[src/rtl/adaptive_sample_convergence_defines.svh]
// ----------------------------------------------------------------------------
// Assertion macros for the adaptive sample convergence block
// Shared property forms, clocked on clock and disabled during reset.
// ----------------------------------------------------------------------------
`ifndef ADAPTIVE_SAMPLE_CONVERGENCE_DEFINES_SVH
`define ADAPTIVE_SAMPLE_CONVERGENCE_DEFINES_SVH

// same-cycle implication
`define ASC_ASSERT_IMP(lbl, ante, cons, msg) \
   lbl: assert property (@(posedge clock) disable iff (reset) (ante) |-> (cons)) \
      else $error(msg);

// next-cycle implication
`define ASC_ASSERT_NXT(lbl, ante, cons, msg) \
   lbl: assert property (@(posedge clock) disable iff (reset) (ante) |=> (cons)) \
      else $error(msg);

`endif

[src/rtl/asc_pkg.sv]
// ----------------------------------------------------------------------------
// asc_pkg
// Widths, register indexes, control word layout and microcode program of the
// adaptive sample convergence monitor.
// ----------------------------------------------------------------------------
`timescale 1ns / 1ps

package asc_pkg;

   // default sample limits for the convergence tests
   localparam int MIN_TEST_DEFAULT = 32;
   localparam int MIN_FLAT_DEFAULT = 64;

   // field and datapath widths
   localparam int COLOR_W    = 24;
   localparam int THR_W      = 16;
   localparam int COUNT_W    = 16;
   localparam int SQ_W       = 64;
   localparam int LIMB_W     = 32;
   localparam int WIDE_W     = 4 * LIMB_W;
   localparam int PROD_W     = 2 * COLOR_W;
   localparam int DIV_BITS   = COLOR_W;
   localparam int PC_W       = 5;
   localparam int CTR_W      = 5;
   localparam int CSR_INDEX_W = 2;
   localparam int CSR_DATA_W  = 16;

   localparam logic [COUNT_W-1:0] COUNT_MAX   = '1;
   // confidence factor (1 - 4/n) offset
   localparam logic [COUNT_W-1:0] CONF_OFFSET = COUNT_W'(4);
   localparam logic [CTR_W-1:0]   DIV_LAST    = CTR_W'(DIV_BITS - 1);

   // configuration register indexes
   localparam logic [CSR_INDEX_W-1:0] REG_ENABLE    = CSR_INDEX_W'(0);
   localparam logic [CSR_INDEX_W-1:0] REG_THRESHOLD = CSR_INDEX_W'(1);
   localparam logic [CSR_INDEX_W-1:0] REG_NEAR_ZERO = CSR_INDEX_W'(2);

   // configuration reset values
   localparam logic             ENABLE_RESET    = 1'b1;
   localparam logic [THR_W-1:0] THRESHOLD_RESET = THR_W'(655);
   localparam logic [THR_W-1:0] NEAR_ZERO_RESET = THR_W'(1);

   // datapath operations
   typedef enum logic [3:0] {
      OP_NOP,
      OP_PREP,
      OP_DIV,
      OP_MEAN,
      OP_MAG2,
      OP_PROD,
      OP_ACC,
      OP_LOADL,
      OP_WMUL,
      OP_SAVEL,
      OP_CMP,
      OP_FLAT,
      OP_EMIT
   } op_type;

   // jump conditions; a taken jump goes to the target, else to the next step
   typedef enum logic [3:0] {
      COND_NEXT,
      COND_ALWAYS,
      COND_DISABLED,
      COND_DIV_LOOP,
      COND_LIMB_LOOP,
      COND_NO_TEST,
      COND_FLAT,
      COND_FEW,
      COND_OUT_BUSY
   } cond_type;

   // factor for a limb multiply pass
   typedef enum logic [1:0] {
      FAC_N,
      FAC_A,
      FAC_MEAN,
      FAC_NM1
   } fac_type;

   typedef logic [PC_W-1:0] pc_type;

   typedef struct packed {
      op_type   op;
      cond_type cond;
      fac_type  fac;
      pc_type   target;
   } ctrl_word_type;

   // program addresses
   localparam pc_type P_PREP   = PC_W'(0);
   localparam pc_type P_DIV    = PC_W'(1);
   localparam pc_type P_MEAN   = PC_W'(2);
   localparam pc_type P_MAG2   = PC_W'(3);
   localparam pc_type P_PROD   = PC_W'(4);
   localparam pc_type P_ACC    = PC_W'(5);
   localparam pc_type P_SPLIT  = PC_W'(6);
   localparam pc_type P_LOADL  = PC_W'(7);
   localparam pc_type P_MUL_N  = PC_W'(8);
   localparam pc_type P_SAVEL  = PC_W'(9);
   localparam pc_type P_MUL_A  = PC_W'(10);
   localparam pc_type P_MUL_M1 = PC_W'(11);
   localparam pc_type P_MUL_M2 = PC_W'(12);
   localparam pc_type P_MUL_N1 = PC_W'(13);
   localparam pc_type P_CMP    = PC_W'(14);
   localparam pc_type P_FLAT   = PC_W'(15);
   localparam pc_type P_EMIT   = PC_W'(16);

   // microcode ROM
   function automatic ctrl_word_type ucode_rom(input pc_type pc);
      ctrl_word_type w;
      unique case (pc)
         P_PREP:   w = '{OP_PREP,  COND_DISABLED,  FAC_N,    P_EMIT};
         P_DIV:    w = '{OP_DIV,   COND_DIV_LOOP,  FAC_N,    P_DIV};
         P_MEAN:   w = '{OP_MEAN,  COND_NEXT,      FAC_N,    P_MAG2};
         P_MAG2:   w = '{OP_MAG2,  COND_NEXT,      FAC_N,    P_PROD};
         P_PROD:   w = '{OP_PROD,  COND_NEXT,      FAC_N,    P_ACC};
         P_ACC:    w = '{OP_ACC,   COND_NO_TEST,   FAC_N,    P_EMIT};
         P_SPLIT:  w = '{OP_NOP,   COND_FLAT,      FAC_N,    P_FLAT};
         P_LOADL:  w = '{OP_LOADL, COND_FEW,       FAC_N,    P_EMIT};
         P_MUL_N:  w = '{OP_WMUL,  COND_LIMB_LOOP, FAC_N,    P_MUL_N};
         P_SAVEL:  w = '{OP_SAVEL, COND_NEXT,      FAC_N,    P_MUL_A};
         P_MUL_A:  w = '{OP_WMUL,  COND_LIMB_LOOP, FAC_A,    P_MUL_A};
         P_MUL_M1: w = '{OP_WMUL,  COND_LIMB_LOOP, FAC_MEAN, P_MUL_M1};
         P_MUL_M2: w = '{OP_WMUL,  COND_LIMB_LOOP, FAC_MEAN, P_MUL_M2};
         P_MUL_N1: w = '{OP_WMUL,  COND_LIMB_LOOP, FAC_NM1,  P_MUL_N1};
         P_CMP:    w = '{OP_CMP,   COND_ALWAYS,    FAC_N,    P_EMIT};
         P_FLAT:   w = '{OP_FLAT,  COND_NEXT,      FAC_N,    P_EMIT};
         P_EMIT:   w = '{OP_EMIT,  COND_OUT_BUSY,  FAC_N,    P_EMIT};
         default:  w = '{OP_NOP,   COND_ALWAYS,    FAC_N,    P_EMIT};
      endcase
      return w;
   endfunction

endpackage

[src/rtl/adaptive_sample_convergence.sv]
// ----------------------------------------------------------------------------
// adaptive_sample_convergence
// Per-pixel convergence monitor: Welford mean and spread of sample luminance
// with a relative standard error test and a flat-signal test at batch ends.
// ----------------------------------------------------------------------------
//  channel | direction | handshake            | words
//  req     | in        | req_valid/req_stall  | red, green, blue, pixel_start, batch_end
//  rsp     | out       | rsp_valid/rsp_stall  | converged, sample_count, running_mean
//  csr     | in        | csr_valid/csr_ready  | csr_index, csr_wdata
//
//  One word at a time runs through a microcoded datapath; a new word is taken
//  only after the result of the last one has gone to the output register.
//  A 24-step restoring divider and a 32-bit limb multiplier do the arithmetic.
//  Synchronous reset clears control and statistics and loads register defaults.
//  A waiting result holds in the output register; the program stalls at its
//  last step until the output register is free.
// ----------------------------------------------------------------------------
`timescale 1ns / 1ps

`include "adaptive_sample_convergence_defines.svh"

module adaptive_sample_convergence
   import asc_pkg::*;
#(
   parameter int MIN_TEST_SAMPLES = MIN_TEST_DEFAULT,
   parameter int MIN_FLAT_SAMPLES = MIN_FLAT_DEFAULT
) (
   input  logic                   clock,
   input  logic                   reset,
   // sample input
   input  logic                   req_valid,
   output logic                   req_stall,
   input  logic [COLOR_W-1:0]     req_red,
   input  logic [COLOR_W-1:0]     req_green,
   input  logic [COLOR_W-1:0]     req_blue,
   input  logic                   req_pixel_start,
   input  logic                   req_batch_end,
   // result output
   output logic                   rsp_valid,
   input  logic                   rsp_stall,
   output logic                   rsp_converged,
   output logic [COUNT_W-1:0]     rsp_sample_count,
   output logic [COLOR_W-1:0]     rsp_running_mean,
   // configuration writes
   input  logic                   csr_valid,
   output logic                   csr_ready,
   input  logic [CSR_INDEX_W-1:0] csr_index,
   input  logic [CSR_DATA_W-1:0]  csr_wdata
);

   localparam logic [COUNT_W-1:0] MIN_TEST_N = COUNT_W'(MIN_TEST_SAMPLES);
   localparam logic [COUNT_W-1:0] MIN_FLAT_N = COUNT_W'(MIN_FLAT_SAMPLES);

   // configuration registers
   logic             en_ff, en_in;
   logic [THR_W-1:0] thr_ff, thr_in;
   logic [THR_W-1:0] nz_ff, nz_in;

   // sequencer
   logic       busy_ff, busy_in;
   pc_type     pc_ff, pc_in;
   logic [CTR_W-1:0] ctr_ff, ctr_in;
   ctrl_word_type    ctrl;
   logic       cond_hit;
   logic       is_loop;
   logic       accept;
   logic       out_blocked;
   logic       emit;

   // pixel statistics
   logic [COLOR_W-1:0] mean_ff, mean_in;
   logic [SQ_W-1:0]    sq_ff, sq_in;
   logic [COUNT_W-1:0] count_ff, count_in;
   logic               done_ff, done_in;

   // per-word working registers
   logic [COLOR_W-1:0] lum_ff, lum_in;
   logic               bend_ff, bend_in;
   logic               up_ff, up_in;
   logic [COLOR_W-1:0] mag_ff, mag_in;
   logic [COLOR_W-1:0] mag2_ff, mag2_in;
   logic [COLOR_W-1:0] quo_ff, quo_in;
   logic [COUNT_W-1:0] rem_ff, rem_in;
   logic [PROD_W-1:0]  prod_ff, prod_in;
   logic [LIMB_W-1:0]  a_ff, a_in;
   logic [LIMB_W-1:0]  carry_ff, carry_in;
   logic [WIDE_W-1:0]  w_ff, w_in;
   logic [WIDE_W-1:0]  l_ff, l_in;

   // output register
   logic               rsp_valid_ff, rsp_valid_in;
   logic               rsp_conv_ff, rsp_conv_in;
   logic [COUNT_W-1:0] rsp_count_ff, rsp_count_in;
   logic [COLOR_W-1:0] rsp_mean_ff, rsp_mean_in;

   // datapath helpers
   logic [COLOR_W-1:0]  lum_max;
   logic [COUNT_W-1:0]  count_base;
   logic [COLOR_W-1:0]  mag_now;
   logic [COUNT_W:0]    div_t;
   logic                div_ge;
   logic [COUNT_W:0]    div_r;
   logic [COLOR_W-1:0]  mean_next;
   logic [SQ_W:0]       sq_sum;
   logic [LIMB_W-1:0]   fac;
   logic [LIMB_W-1:0]   mul_x;
   logic [LIMB_W-1:0]   mul_y;
   logic [2*LIMB_W-1:0] mul_p;
   logic [2*LIMB_W-1:0] wmul_sum;
   logic                rel_gate;
   logic                flat_ok;

   // handshakes
   assign csr_ready   = 1'b1;
   assign req_stall   = busy_ff;
   assign accept      = req_valid && !busy_ff;
   assign out_blocked = rsp_valid_ff && rsp_stall;
   assign ctrl        = ucode_rom(pc_ff);
   assign emit        = busy_ff && (ctrl.op == OP_EMIT) && !out_blocked;

   assign rsp_valid        = rsp_valid_ff;
   assign rsp_converged    = rsp_conv_ff;
   assign rsp_sample_count = rsp_count_ff;
   assign rsp_running_mean = rsp_mean_ff;

   // configuration writes
   always_comb begin
      en_in  = en_ff;
      thr_in = thr_ff;
      nz_in  = nz_ff;
      if (csr_valid && csr_ready) begin
         unique case (csr_index)
            REG_ENABLE:    en_in  = csr_wdata[0];
            REG_THRESHOLD: thr_in = csr_wdata[THR_W-1:0];
            REG_NEAR_ZERO: nz_in  = csr_wdata[THR_W-1:0];
            default:       ;
         endcase
      end
   end

   // luminance is the largest channel
   always_comb begin
      lum_max = req_red;
      if (req_green > lum_max) lum_max = req_green;
      if (req_blue > lum_max) lum_max = req_blue;
   end

   assign count_base = req_pixel_start ? '0 : count_ff;

   // restoring divider step, one quotient bit
   assign div_t  = {rem_ff, quo_ff[COLOR_W-1]};
   assign div_ge = div_t >= {1'b0, count_ff};
   assign div_r  = div_ge ? div_t - {1'b0, count_ff} : div_t;

   assign mag_now   = (lum_ff >= mean_ff) ? lum_ff - mean_ff : mean_ff - lum_ff;
   assign mean_next = up_ff ? mean_ff + quo_ff : mean_ff - quo_ff;
   assign sq_sum    = {1'b0, sq_ff} + {{(SQ_W + 1 - PROD_W){1'b0}}, prod_ff};

   assign rel_gate = mean_ff > {{(COLOR_W - THR_W){1'b0}}, nz_ff};
   assign flat_ok  = (sq_ff < {{(SQ_W - THR_W - 16){1'b0}}, nz_ff, 16'b0})
                     && (count_ff >= MIN_FLAT_N);

   // limb multiply factor
   always_comb begin
      unique case (ctrl.fac)
         FAC_N:    fac = {{(LIMB_W - COUNT_W){1'b0}}, count_ff};
         FAC_A:    fac = a_ff;
         FAC_MEAN: fac = {{(LIMB_W - COLOR_W){1'b0}}, mean_ff};
         FAC_NM1:  fac = {{(LIMB_W - COUNT_W){1'b0}}, count_ff - COUNT_W'(1)};
      endcase
   end

   // shared 32x32 multiplier
   always_comb begin
      mul_x = '0;
      mul_y = '0;
      unique case (ctrl.op)
         OP_PROD: begin
            mul_x = {{(LIMB_W - COLOR_W){1'b0}}, mag_ff};
            mul_y = {{(LIMB_W - COLOR_W){1'b0}}, mag2_ff};
         end
         OP_WMUL: begin
            mul_x = w_ff[LIMB_W-1:0];
            mul_y = fac;
         end
         OP_SAVEL: begin
            mul_x = {{(LIMB_W - THR_W){1'b0}}, thr_ff};
            mul_y = {{(LIMB_W - COUNT_W){1'b0}}, count_ff - CONF_OFFSET};
         end
         default: ;
      endcase
   end

   assign mul_p    = mul_x * mul_y;
   // first limb of a pass starts without carry
   assign wmul_sum = mul_p + {{LIMB_W{1'b0}},
                              (ctr_ff[1:0] == 2'b00) ? {LIMB_W{1'b0}} : carry_ff};

   // jump condition
   always_comb begin
      unique case (ctrl.cond)
         COND_NEXT:      cond_hit = 1'b0;
         COND_ALWAYS:    cond_hit = 1'b1;
         COND_DISABLED:  cond_hit = !en_ff;
         COND_DIV_LOOP:  cond_hit = ctr_ff != DIV_LAST;
         COND_LIMB_LOOP: cond_hit = ctr_ff[1:0] != 2'b11;
         COND_NO_TEST:   cond_hit = !(bend_ff && (count_ff >= MIN_TEST_N));
         COND_FLAT:      cond_hit = !rel_gate;
         COND_FEW:       cond_hit = count_ff <= CONF_OFFSET;
         COND_OUT_BUSY:  cond_hit = out_blocked;
         default:        cond_hit = 1'b0;
      endcase
   end

   assign is_loop = (ctrl.cond == COND_DIV_LOOP) || (ctrl.cond == COND_LIMB_LOOP);

   // step counter and loop counter
   always_comb begin
      busy_in = busy_ff;
      pc_in   = pc_ff;
      ctr_in  = ctr_ff;
      if (accept) begin
         busy_in = 1'b1;
         pc_in   = P_PREP;
         ctr_in  = '0;
      end else if (emit) begin
         busy_in = 1'b0;
         pc_in   = P_PREP;
         ctr_in  = '0;
      end else if (busy_ff) begin
         pc_in  = cond_hit ? ctrl.target : pc_ff + PC_W'(1);
         ctr_in = (is_loop && cond_hit) ? ctr_ff + CTR_W'(1) : '0;
      end
   end

   // datapath actions
   always_comb begin
      mean_in  = mean_ff;
      sq_in    = sq_ff;
      count_in = count_ff;
      done_in  = done_ff;
      lum_in   = lum_ff;
      bend_in  = bend_ff;
      up_in    = up_ff;
      mag_in   = mag_ff;
      mag2_in  = mag2_ff;
      quo_in   = quo_ff;
      rem_in   = rem_ff;
      prod_in  = prod_ff;
      a_in     = a_ff;
      carry_in = carry_ff;
      w_in     = w_ff;
      l_in     = l_ff;
      rsp_valid_in = rsp_valid_ff && rsp_stall;
      rsp_conv_in  = rsp_conv_ff;
      rsp_count_in = rsp_count_ff;
      rsp_mean_in  = rsp_mean_ff;

      if (accept) begin
         // pixel start clears, then the count steps when enabled and not saturated
         lum_in  = lum_max;
         bend_in = req_batch_end;
         if (req_pixel_start) begin
            mean_in = '0;
            sq_in   = '0;
            done_in = 1'b0;
         end
         count_in = (en_ff && (count_base != COUNT_MAX)) ? count_base + COUNT_W'(1)
                                                         : count_base;
      end else if (busy_ff) begin
         unique case (ctrl.op)
            OP_PREP: begin
               up_in  = lum_ff >= mean_ff;
               mag_in = mag_now;
               quo_in = mag_now;
               rem_in = '0;
            end
            OP_DIV: begin
               quo_in = {quo_ff[COLOR_W-2:0], div_ge};
               rem_in = div_r[COUNT_W-1:0];
            end
            OP_MEAN: mean_in = mean_next;
            OP_MAG2: mag2_in = up_ff ? lum_ff - mean_ff : mean_ff - lum_ff;
            OP_PROD: prod_in = mul_p[PROD_W-1:0];
            OP_ACC:  sq_in   = sq_sum[SQ_W] ? {SQ_W{1'b1}} : sq_sum[SQ_W-1:0];
            OP_LOADL: w_in = {{LIMB_W{1'b0}}, sq_ff, {LIMB_W{1'b0}}};
            OP_WMUL: begin
               // rotate limbs so the next limb sits at the bottom
               w_in     = {wmul_sum[LIMB_W-1:0], w_ff[WIDE_W-1:LIMB_W]};
               carry_in = wmul_sum[2*LIMB_W-1:LIMB_W];
            end
            OP_SAVEL: begin
               l_in = w_ff;
               a_in = mul_p[LIMB_W-1:0];
               w_in = {{(WIDE_W - LIMB_W){1'b0}}, mul_p[LIMB_W-1:0]};
            end
            OP_CMP: if (l_ff < w_ff) done_in = 1'b1;
            OP_FLAT: if (flat_ok) done_in = 1'b1;
            OP_EMIT: begin
               if (!out_blocked) begin
                  rsp_valid_in = 1'b1;
                  rsp_conv_in  = done_ff;
                  rsp_count_in = count_ff;
                  rsp_mean_in  = mean_ff;
               end
            end
            default: ;
         endcase
      end
   end

   // control and state registers
   always_ff @(posedge clock) begin
      if (reset) begin
         en_ff        <= ENABLE_RESET;
         thr_ff       <= THRESHOLD_RESET;
         nz_ff        <= NEAR_ZERO_RESET;
         busy_ff      <= 1'b0;
         pc_ff        <= P_PREP;
         ctr_ff       <= '0;
         mean_ff      <= '0;
         sq_ff        <= '0;
         count_ff     <= '0;
         done_ff      <= 1'b0;
         rsp_valid_ff <= 1'b0;
      end else begin
         en_ff        <= en_in;
         thr_ff       <= thr_in;
         nz_ff        <= nz_in;
         busy_ff      <= busy_in;
         pc_ff        <= pc_in;
         ctr_ff       <= ctr_in;
         mean_ff      <= mean_in;
         sq_ff        <= sq_in;
         count_ff     <= count_in;
         done_ff      <= done_in;
         rsp_valid_ff <= rsp_valid_in;
      end
   end

   // working and payload registers
   always_ff @(posedge clock) begin
      lum_ff       <= lum_in;
      bend_ff      <= bend_in;
      up_ff        <= up_in;
      mag_ff       <= mag_in;
      mag2_ff      <= mag2_in;
      quo_ff       <= quo_in;
      rem_ff       <= rem_in;
      prod_ff      <= prod_in;
      a_ff         <= a_in;
      carry_ff     <= carry_in;
      w_ff         <= w_in;
      l_ff         <= l_in;
      rsp_conv_ff  <= rsp_conv_in;
      rsp_count_ff <= rsp_count_in;
      rsp_mean_ff  <= rsp_mean_in;
   end

   // checks
   `ASC_ASSERT_NXT(a_accept_starts, accept, busy_ff && pc_ff == P_PREP, "word not started")
   `ASC_ASSERT_IMP(a_rsp_from_emit, $rose(rsp_valid), $fell(busy_ff), "stray result")
   `ASC_ASSERT_IMP(a_div_rem_bound, busy_ff && ctrl.op == OP_DIV, rem_ff < count_ff, "rem range")

endmodule
[config.mk]
export PLATFORM = sky130hd
export DESIGN_NAME = adaptive_sample_convergence
export DESIGN_NICKNAME = d
export VERILOG_FILES = /design/src/rtl/asc_pkg.sv /design/src/rtl/adaptive_sample_convergence.sv
export VERILOG_INCLUDE_DIRS = /design/src /design/src/rtl
export SDC_FILE = /design/constraint.sdc
export NUM_CORES = 2
export LEC_CHECK = 0
export BUFFER_PORTS_ARGS = -buffer_cell sky130_fd_sc_hd__buf_2
export CAP_MARGIN = 30
export CORE_ASPECT_RATIO = 0.6
export CORE_UTILIZATION = 45
export DETAILED_ROUTE_END_ITERATION = 8
export GPL_ROUTABILITY_DRIVEN = 0
export PLACE_DENSITY = 0.59
export SLEW_MARGIN = 20
export SYNTH_ARGS = -nofsm -noshare
export SYNTH_HDL_FRONTEND = slang
export SYNTH_SLANG_ARGS = --single-unit
[constraint.sdc]
create_clock -name clock -period 13.4 [get_ports clock]
set_input_delay 4.02 -clock clock [delete_from_list [all_inputs] [get_ports clock]]
set_output_delay 4.02 -clock clock [all_outputs]
set_load 0.1 [all_outputs]
==> out/qor.txt <==
Startpoint-to-endpoint class of the critical path: register to register
Placement Rows: 115
Antenna violations before repair: 21
Vias per std cell: 5.87
Type of the most critical hold path: register to register
Leakage power summed over all cells: 0.0358 uW
Category of the worst setup path capture point: register
Crit path arrival time: 13.27 ns
Number of register bits inferred by synthesis: 688
Count of cells resized by post-cts repair: 0
Internal Pwr Total: 3810 uW
Required time at the endpoint of the critical path: 13.82 ns
Maximum clock path buffer count: 3
Transition time at the pin with the least slew margin: 1.34 ns
Post-synthesis instance total: 8046
Critical-path cell with the highest stage delay: sky130_fd_sc_hd__nor2_4
Total GRT Usage: 33.6%
Cell area after synthesis: 74600 um2
Count of flip-flops with a built-in enable after synthesis: 523
Input/output buffers: 139
Pin count of the biggest net entering global routing: 73
Number of ports placed on the die boundary: 141
CTS HTree Levels: 2
Full die area: 167000 um2
Areal power density over the cells: 70.5 nW/um2
Most frequently used flop master after synthesis: sky130_fd_sc_hd__edfxtp_1
Global-route wire length before repair: 407 mm
Net count after synthesis: 9699
TritonCTS clock tree: built
Number of violations of the max-capacitance limit: 0
Total number of nets in the final design: 9787
Sw frac: 33.6%
Number of iterations in the first detailed-routing pass: 8
DR WL/cell: 27.0 um
Overall die height: 317 um
Clock transition at the register clock pins on the worst setup and hold paths after CTS: 0.07 ns
Final hold viol count: 0
Setup violators final: 0
Net switching power: 1920 uW
Post CTS Setup Buffer Count: 0
Max IR drop VDD: 0.121 mV
Initial core utilization: 45.4%
Antenna violation net count after detailed routing: 0
Maximum clock skew at final layout: 0.0709 ns
CTS buffer count: 61
Number of warning messages in the yosys log: 0
Buffer type at the clock tree root: sky130_fd_sc_hd__clkbuf_16
Count of cell types in the netlist: 88
Total length of routed wires: 281 mm
Crit-path max FO: 20
Proportion of layout cells with a drive suffix above 1: 7.56%
Number of buffers inserted by hold repair at cts: 0
Total placed instance area: 78800 um2
Detailed placer's ending HPWL: 227 mm
Period minus WS final: 12.84 ns
Syn avg cell area: 9.27 um2
Max Freq: 0.0779 GHz
Slowest stage delay, CP: 0.64 ns
Vias in the first global route: 58704
Post-route fraction of the period consumed by the critical path: 95.9%
Clock latency reported for the late side of the worst-skew pair: 0.72 ns
Run status: finished clean
Area grow syn2layout: 8.93%
Overall overflow remaining after global route: 0
Crit path top cell by count: sky130_fd_sc_hd__fa_1
PnR Total Power: 5730 uW
Setup WS pre-CTS: 1.08 ns
Final Max Tran Viols: 0
Count of placed standard cells including taps: 10276
Via count: 61120
Slew HR: 10.6%
Setup repair after global routing missed its margin: false
Clock power share: 33.4%
Violation count after the first detailed-routing iteration: 8394
Floorplan core area: 164000 um2
Drt drc: 0
Post-route cell area: 81300 um2
Final cell count without fillers: 10413
Clock net sink count: 688
Die width: 528 um
CP Launch Type: register
Final TNS setup: 0 ns
Post-synthesis sequential area ratio: 25.5%
Combinational Power Share: 23.9%
Flop pwr share: 42.7%
FFs w/ async S/R, synth: 0%
Least setup slack across all paths after layout: 0.556 ns
critical path: cells and delay by family, from the launching register on:
family	cells	cell delay [ns]
xor gates and xnor gates	2	0.42
AOI/OAI and AO/OA	4	1.17
adders and majority gates	9	4.46
buffers and inverters	5	1.11
DFF	1	0.59
and+or+nand+nor	12	4.70
power groups by stage:
| stage | clock (uW) | combinational [uW] | sequential [uW] |
|---|---|---|---|
| global route | 2000 | 1440 | 2450 |
| detailed placement | 0 | 1290 | 2490 |
| finish | 1910 | 1370 | 2450 |
| floorplan | 0 | 759 | 2460 |
| global placement | 0 | 1270 | 2490 |
| CTS | 1920 | 1300 | 2440 |
synth_stat cells (55+ instances only):
master	n	share of area, %
sky130_fd_sc_hd__inv_1	1313	6.6
sky130_fd_sc_hd__nand2_1	1040	5.2
sky130_fd_sc_hd__fa_1	902	24
sky130_fd_sc_hd__nor2_1	689	3.5
sky130_fd_sc_hd__ha_1	654	11
sky130_fd_sc_hd__edfxtp_1	523	21
sky130_fd_sc_hd__a21oi_1	398	2.7
sky130_fd_sc_hd__clkbuf_1	326	1.6
sky130_fd_sc_hd__o21ai_0	229	1.5
sky130_fd_sc_hd__xnor2_1	173	2.0
sky130_fd_sc_hd__dfxtp_1	165	4.4
sky130_fd_sc_hd__a21o_1	163	1.6
sky130_fd_sc_hd__mux2i_1	134	1.8
sky130_fd_sc_hd__nand3_1	113	0.76
sky130_fd_sc_hd__xor2_1	105	1.2
sky130_fd_sc_hd__nor2b_1	89	0.75
sky130_fd_sc_hd__nand4_1	82	0.69
sky130_fd_sc_hd__nor3_1	79	0.53
sky130_fd_sc_hd__o31ai_1	76	0.76
sky130_fd_sc_hd__a211oi_1	71	0.71
sky130_fd_sc_hd__nand2b_1	64	0.54
sky130_fd_sc_hd__o21a_1	56	0.56
sky130_fd_sc_hd__and2_1	55	0.46
area by class of cell:
cell class / count / area [um2]
sequential: 688 / 19000
multi-input combinational: 5690 / 49700
timing repair buffer: 378 / 2750
fill: 15186 / 82900
inverter: 1315 / 4940
clock inverter: 43 / 499
tap: 2223 / 2780
antenna: 7 / 17.5
clock buffer: 69 / 1610
final timing paths:
check                     startpoint                      to  slack, ns  depth (start not counted)
setup reg to reg    ctrl[14]$_DFF_P_  carry_ff[31]$_DFFE_PP_       0.56                         32
hold / removal    w_ff[93]$_DFFE_PP_      l_ff[93]$_DFFE_PP_       0.44                          0
setup / recovery    ctrl[14]$_DFF_P_  carry_ff[31]$_DFFE_PP_       0.56                         32
hold reg to reg   w_ff[93]$_DFFE_PP_      l_ff[93]$_DFFE_PP_       0.44                          0
state kept, by name, indices dropped and copies added, names as in the netlist, 5 cells and up:
register	count
w_ff	128
lum_ff	24
l_ff	128
count_ff	16
quo_ff	24
rsp_sample_count	16
ctr_ff	5
pc_ff	5
thr_ff	16
nz_ff	16
carry_ff	32
mag2_ff	24
mean_ff	24
rem_ff	16
rsp_running_mean	24
ctrl	15
sq_ff	64
a_ff	32
mag_ff	24
prod_ff	48
through the flow:
stage	util (%)	hold slack, ns
final	49.5	0.445
after global routing	49.5	0.454
after CTS	49.3	0.446
after detailed placement	48.0	0.434
after global placement	47.9	0.430
after floorplan	-	0.406
cell usage in the layout (no fill, tap or decap), drive strengths merged, types with 34 or more instances in the layout:
| master | synthesis | routed |
|---|---|---|
| nand2b | 64 | 64 |
| ha | 654 | 654 |
| and2 | 56 | 56 |
| nor3 | 79 | 79 |
| fa | 902 | 902 |
| buf | 27 | 377 |
| o21ai | 253 | 253 |
| nor2 | 690 | 690 |
| a21oi | 398 | 398 |
| o21bai | 38 | 38 |
| o21a | 56 | 56 |
| xor2 | 105 | 105 |
| xnor2 | 173 | 173 |
| nand2 | 1042 | 1042 |
| mux2 | 36 | 36 |
| nand3 | 113 | 113 |
| mux2i | 134 | 134 |
| nor2b | 89 | 89 |
| o31ai | 76 | 76 |
| and3 | 34 | 34 |
| dfxtp | 165 | 165 |
| a211oi | 71 | 71 |
| a21o | 163 | 163 |
| clkbuf | 326 | 70 |
| nand4 | 82 | 82 |
| inv | 1313 | 1315 |
| edfxtp | 523 | 523 |
| a31oi | 40 | 40 |
routing by layer:
layer  wire length [um]  track usage (%)  up-vias
met1             124000             50.0    30241
met5                494             1.00        -
met2             101000             42.1     3930
met3              48600             17.5      365
met4               6230             6.57       18
li1                   -                -    26566
cells by family (layout without fill, tap and decap cells):
kind of cell             count (synthesis)  in the layout  synth area share [%]
AO/OA/AOI/OAI                         1303           1303                  11.2
AND/OR/NAND/NOR                       2379           2379                  14.1
adder cells (fa/ha/maj)               1556           1556                  35.2
other                                    1              8               0.00503
flip-flops                             688            688                  25.5
buffers and inverters                 1668           1805                  8.41
multiplexers                           173            173                  2.43
XOR/XNOR                               278            278                  3.26
Note: power is estimated with default switching activity, not from simulation.
